[src/rtl/mi3_fifo.sv]
// Small register queue between the front and back pipelines.
module mi3_fifo #(
  parameter int unsigned DATA_W = 8,
  parameter int unsigned DEPTH  = 4
) (
  input  logic              clk_i,
  input  logic              rst_ni,
  input  logic              push_i,
  input  logic [DATA_W-1:0] wdata_i,
  output logic              full_o,
  input  logic              pop_i,
  output logic [DATA_W-1:0] rdata_o,
  output logic              empty_o
);
  localparam int unsigned PTR_W = (DEPTH > 1) ? $clog2(DEPTH) : 1;
  localparam int unsigned CNT_W = $clog2(DEPTH + 1);

  logic [DATA_W-1:0] mem [DEPTH];
  logic [PTR_W-1:0]  wr_q, rd_q;
  logic [CNT_W-1:0]  cnt_q;
  logic              do_push, do_pop;

  assign full_o  = (cnt_q == CNT_W'(DEPTH));
  assign empty_o = (cnt_q == '0);
  assign do_push = push_i && !full_o;
  assign do_pop  = pop_i && !empty_o;
  assign rdata_o = mem[rd_q];

  always_ff @(posedge clk_i or negedge rst_ni) begin
    if (!rst_ni) begin
      wr_q  <= '0;
      rd_q  <= '0;
      cnt_q <= '0;
    end else begin
      if (do_push) begin
        wr_q <= (wr_q == PTR_W'(DEPTH - 1)) ? '0 : wr_q + 1'b1;
      end
      if (do_pop) begin
        rd_q <= (rd_q == PTR_W'(DEPTH - 1)) ? '0 : rd_q + 1'b1;
      end
      if (do_push && !do_pop) begin
        cnt_q <= cnt_q + 1'b1;
      end else if (do_pop && !do_push) begin
        cnt_q <= cnt_q - 1'b1;
      end
    end
  end

  always_ff @(posedge clk_i) begin
    if (do_push) begin
      mem[wr_q] <= wdata_i;
    end
  end

endmodule

[config.mk]
export PLATFORM = sky130hd
export DESIGN_NAME = mi3_fifo
export DESIGN_NICKNAME = d
export VERILOG_FILES = /design/src/rtl/mi3_fifo.sv
export SDC_FILE = /design/constraint.sdc
export NUM_CORES = 1
export LEC_CHECK = 0
export BUFFER_PORTS_ARGS = -buffer_cell sky130_fd_sc_hd__buf_2
export CAP_MARGIN = 25
export CORE_ASPECT_RATIO = 0.9
export CORE_UTILIZATION = 45
export CTS_CLUSTER_SIZE = 25
export DETAILED_ROUTE_END_ITERATION = 16
export PLACE_DENSITY_LB_ADDON = 0.15
export SYNTH_ARGS = -nofsm -noshare
export SYNTH_HDL_FRONTEND = slang
export SYNTH_SLANG_ARGS = --single-unit
[constraint.sdc]
create_clock -name clk_i -period 2.2 [get_ports clk_i]
set_clock_uncertainty 0.1 [all_clocks]
set_input_delay 0.44 -clock clk_i [delete_from_list [all_inputs] [get_ports clk_i]]
set_output_delay 0.44 -clock clk_i [all_outputs]
set_load 0.05 [all_outputs]
==> flow_metrics.tcl, run 1 <==
set metrics [dict create \
    grt_pass1_wl_mm 4.07 \
    cts-root-buf "clkbuf_8" \
    dpl.hpwl_mm 1.73 \
    grt_util_all_layers 0.156 \
    core_area_um2 3400 \
    h-tree-depth 2 \
    portBuffers 21 \
    cp.arrival_ns 1.56 \
    wl_mm 2.49 \
    setup_violations 0 \
    yosys.area.top_type_share 0.594 \
    r2r_start "cnt_q[2]" \
    pwr_density_cell_nw_per_um2 1570 \
    cp-start-kind "flop" \
    worst_hold_path_type "in -> reg" \
    max_slew_margin 0.474 \
    worst-slew-pin-transition_ns 0.785 \
    postRouteAntennaNets 0 \
    r2r_end "cnt_q[2]" \
    hold_viol 0 \
    syn_inst 79 \
    die_w_um 65.2 \
    grt_max_degree 13 \
    ff2ff_setup_slack_ns 0.20 \
    cp-end-kind "output port" \
    ys_seq_elements 39 \
    nFillCells 280 \
    hold_start "wdata_i[6]" \
    required_ns 1.66 \
    finalNetCount 127 \
    fmax_mhz 477 \
    critPathTopFamily "multiplexers" \
    slowest_delay_ns 0.51 \
    ios 22 \
    syn_nets 98 \
    period_share 0.953 \
    n_antenna_cell 0 \
    seq_area_um2 1140 \
    setup_tns_ns 0 \
    rsz0062_at_grt "false" \
    firstDrtPassIters 4 \
    cts_tree "done" \
    min_period_ns 2.10 \
    post_drt_wl_per_cell_um 16.3 \
    initialDrtViolationCount 37 \
    clock-sinks 39 \
    final_layout_size_suffix_gt1_frac 0.468 \
    path_max_fanout 6 \
    die-area_um2 3840 \
    vdd_drop_max_mv 0.792 \
    crit_chain "buf_6 > mux4_2 > buf_2" \
    initial_core_util 0.475 \
    clockBufferDepth 2 \
    p_leak_nw 0.747 \
    whs_endpoint "mem[2][6]" \
    antenna_found_initial 0 \
    die_h_um 58.9 \
    syn_area_per_cell_um2 20.5 \
    area_delta_synth_final_pct 21.0 \
    whs_path_depth 1 \
    p_total_mw 3.08 \
    worstSkewPairLatency_ns 0.28 \
    drcViolationCount 0 \
    multi_input_area_um2 488 \
    synth.area.top_cells "edfxtp_1 (59%), mux4_2 (11%), dfrtp_1 (11%)" \
    maxCapViolations 0 \
    vias 778 \
    yosysTopAreaCell "edfxtp_1" \
    path_buf_inv 2 \
    row_count 20 \
    ys_seq_area_frac 0.702 \
    critPathKind "reg -> out" \
    status "finished clean" \
    crit_slowest_cell "mux4_2" \
    grt-ovfl-total 0 \
    netlist_area_um2 1620 \
    via_per_inst 5.08 \
    grt_pass1_vias 818 \
    r2r_cells 8 \
    synth_warnings 0 \
    place_congestion 0.650 \
    clkTransAtPathRegs_ns 0.07 \
    numCtsBuffers 5 \
    synth_cell_types 19 \
    drv_slew 0 \
]
-- Yosys cell counts --
cell      number
and2_1         3
buf_2          1
clkbuf_1       1
dfrtp_1        7
edfxtp_1      32
fa_1           1
ha_1           6
inv_1          3
mux2_2         1
mux2_4         4
mux4_2         8
nand2_1        1
nand2b_4       1
nor2_1         4
nor2b_4        1
nor3_1         1
nor3b_4        1
xnor2_1        1
xor2_1         2
-- power breakdown --
part,total [mW],switching [mW],internal (mW)
clock,0.688,0.235,0.453
combinational,1.23,0.735,0.497
sequential,1.16,0.156,1.00
total,3.08,1.13,1.95
-- cell usage in the layout (no fill, tap or decap), types with 3 or more instances in the layout --
cell type  count
nor2_1         4
edfxtp_1      32
dfrtp_1        6
ha_1           5
mux4_2         8
and2_1         3
clkbuf_8       5
mux2_4         4
buf_2         21
-- timing repair --
action / in CTS / in global routing
setup buffers: 0 / 0
setup endpoints to repair: 0 / 2
gates resized for setup: 0 / 1
hold buffers: 1 / 0
hold endpoints to repair: 7 / 0
-- worst register-to-register path, stage by stage (launching register included) --
cell and delay, ns:
dfrtp_1 0.44, nor3b_4 0.19, nor2b_4 0.22, ha_4 0.17, inv_2 0.03, fa_2 0.32
xor2_1 0.15, nor2_1 0.14, xor2_1 0.15
-- flip-flops by register name, indices dropped and copies added (netlist names) --
signal and flops:
wr_q 2, rd_q 2, mem 32, cnt_q 3
-- layout make-up --
cell class              instances  share of cell area
clock buffers                   6              0.0371
clock inverters                 2              0.0307
inverters                       3             0.00575
multi-input cells              35               0.249
flip-flops and latches         39               0.581
well taps                      44              0.0281
repair buffers                 24              0.0684
-- per-layer routing --
| layer | wire (um) | GRT usage |
|---|---|---|
| met5 | 0 | 0 |
| met4 | 48 | 0.0745 |
| met1 | 1110 | 0.198 |
| met3 | 97 | 0.0543 |
| met2 | 1230 | 0.243 |
-- how the worst max path moves through the flow --
stage	depth (start not counted)	slack (ns)	startpoint	end
global route	3	0.02	rd_q[0]	rdata_o[0]
global placement	8	0.26	cnt_q[2]	cnt_q[2]
floorplan	6	-0.1	cnt_q[0]	cnt_q[1]
finish	3	0.10	rd_q[0]	rdata_o[0]
CTS	3	0.06	rd_q[0]	rdata_o[0]
detailed placement	8	0.20	cnt_q[2]	cnt_q[2]
-- metrics by stage --
stage                     worst slack [ns]  std cells  area, um^2  utilization  hold WS (ns)
after global placement               0.256        144        1810        0.532         0.187
after global routing                0.0231        153        1960        0.575         0.251
after floorplan                    -0.0995         79        1650            -        0.0444
final                                0.104        153        1960        0.575         0.266
after CTS                           0.0614        153        1950        0.574         0.261
after detailed placement             0.195        144        1810        0.532         0.185
-- logic make-up (layout without fill, tap and decap cells) --
family,Yosys count,after routing,share of synthesized area
adder cells (fa/ha/maj),7,7,0.0588
flip-flops,39,39,0.702
multiplexers,13,13,0.155
AND/OR/NAND/NOR,12,12,0.0549
buffers and inverters,5,35,0.0124
XOR/XNOR,3,3,0.0162
No activity file was read; power rests on OpenSTA's default activity.
==> run 2, diff against run 1 <==
Settings changed: BUFFER_PORTS_ARGS -buffer_cell sky130_fd_sc_hd__buf_2 to unset, DONT_BUFFER_PORTS set to 1.
==> run 2 against run 1 <==
Compared with the run above:
- non-clock buffer count is 18 lower
- count of clock-buffer cells in the layout stayed put
- routed wire length is 1.5% higher
- largest power group is now sequential cells
==> flow_metrics.tcl, run 2 (synthesis gave the netlist of run 1 again) <==
set metrics [dict create \
    seq_area_um2 1140 \
    initial_core_util 0.475 \
    postRouteAntennaNets 0 \
    hold_buffers 1 \
    h-tree-depth 2 \
    grt-ovfl-total 0 \
    largest_reg_flops 32 \
    min_period_ns 2.02 \
    setup_violations 0 \
    place_congestion 0.671 \
    die_h_um 58.9 \
    maxCapViolations 0 \
    area_delta_synth_final_pct 12.8 \
    nFillCells 294 \
    p_total_mw 2.77 \
    final_layout_size_suffix_gt1_frac 0.363 \
    rsz0062_at_grt "false" \
    firstDrtPassIters 4 \
    portBuffers 0 \
    vdd_drop_max_mv 0.563 \
    multi_input_area_um2 488 \
    critPathKind "reg -> out" \
    wl_mm 2.53 \
    p_leak_nw 0.653 \
    grtUsageMet3 0.0640 \
    ios 22 \
    cts_resized 0 \
    cp-start-kind "flop" \
    worst-slew-pin-transition_ns 0.464 \
    post-cts-setup-buffers 0 \
    clkTransAtPathRegs_ns 0.07 \
    hold_viol 0 \
    drv_slew 0 \
    placed_area_um2 1730 \
    use_met2 0.233 \
    worst_hold_path_type "in -> reg" \
    startpoint "rd_q[0]" \
    busiest_layer "met2" \
    setup_tns_ns 0 \
    final_cell_mix "edfxtp_1 (32), mux4_2 (8), dfrtp_1 (6)" \
    finalCoreUtilization 0.536 \
    n_antenna_cell 0 \
    die-area_um2 3840 \
    core_area_um2 3400 \
    grt_max_degree 13 \
    final_area_um2 1820 \
    period_share 0.917 \
    grt_pass1_wl_mm 4.02 \
    path_max_fanout 5 \
    clockBufferDepth 2 \
    dpl.hpwl_mm 1.77 \
    initialDrtViolationCount 59 \
    finalNetCount 109 \
    r2r_start "cnt_q[0]" \
    largest-register "mem" \
    required_ns 1.66 \
    worstSkewPairLatency_ns 0.28 \
    cts-root-buf "clkbuf_8" \
    via_per_inst 5.19 \
    pwr_density_cell_nw_per_um2 1520 \
    grt_util_all_layers 0.154 \
    row_count 20 \
    max_slew_margin 0.690 \
    top_regs "mem (32), cnt_q (3)" \
    vias 700 \
    grtUsageMet1 0.205 \
    antenna_found_initial 0 \
    drcViolationCount 0 \
    cts_tree "done" \
    cp.arrival_ns 1.48 \
    grt_pass1_vias 772 \
    post_drt_wl_per_cell_um 18.7 \
    clock-sinks 39 \
    hold_start "wdata_i[1]" \
    die_w_um 65.2 \
    status "finished clean" \
    fmax_mhz 496 \
    final_common_cell "edfxtp_1" \
    cp-end-kind "output port" \
    numCtsBuffers 5 \
]
-- run 2: path summary, 6_finish.rpt --
kind / to / slack, ns / cells after the start
min: mem[2][1] / 0.15 / 0
max reg2reg: cnt_q[2] / 0.21 / 8
max in group asynchronous: cnt_q[0] / 1.33 / 1
min reg2reg: cnt_q[2] / 0.47 / 1
max: rdata_o[0] / 0.18 / 2
min in group asynchronous: cnt_q[1] / 0.40 / 1
-- run 2: metal layers --
layer  vias up  wire [um]  part of all wire
li1        321          -                 -
met1       357       1090              0.43
met2        20       1250              0.50
met3         2        165             0.065
met4         0         16            0.0063
met5         -          0                 0
-- run 2: worst max-delay path, cell delays in order, from the launching register on --
cell and delay, ns:
dfrtp_1 0.34, buf_4 0.17, mux4_2 0.68
-- run 2: power by group --
part / internal, mW / switching, mW / total [mW]
logic: 0.446 / 0.716 / 1.16
registers: 1.00 / 0.159 / 1.16
clock network: 0.221 / 0.229 / 0.450
total: 1.67 / 1.10 / 2.77
-- run 2: layout make-up --
| type | count | area share |
|---|---|---|
| sequential | 39 | 0.623 |
| multi-input combinational | 35 | 0.267 |
| clock buffer | 6 | 0.0398 |
| tap | 44 | 0.0302 |
| timing repair buffer | 6 | 0.0261 |
| clock inverter | 2 | 0.00686 |
| inverter | 3 | 0.00617 |
-- run 2: stage by stage --
step / instances / hold WS, ns / worst slack (ns)
2_1_floorplan: 79 / 0.0444 / -0.0995
5_1_grt: 135 / 0.135 / 0.117
3_5_place_dp: 126 / 0.0445 / 0.219
4_1_cts: 135 / 0.144 / 0.153
6_report: 135 / 0.153 / 0.183
3_3_place_gp: 126 / 0.0446 / 0.267
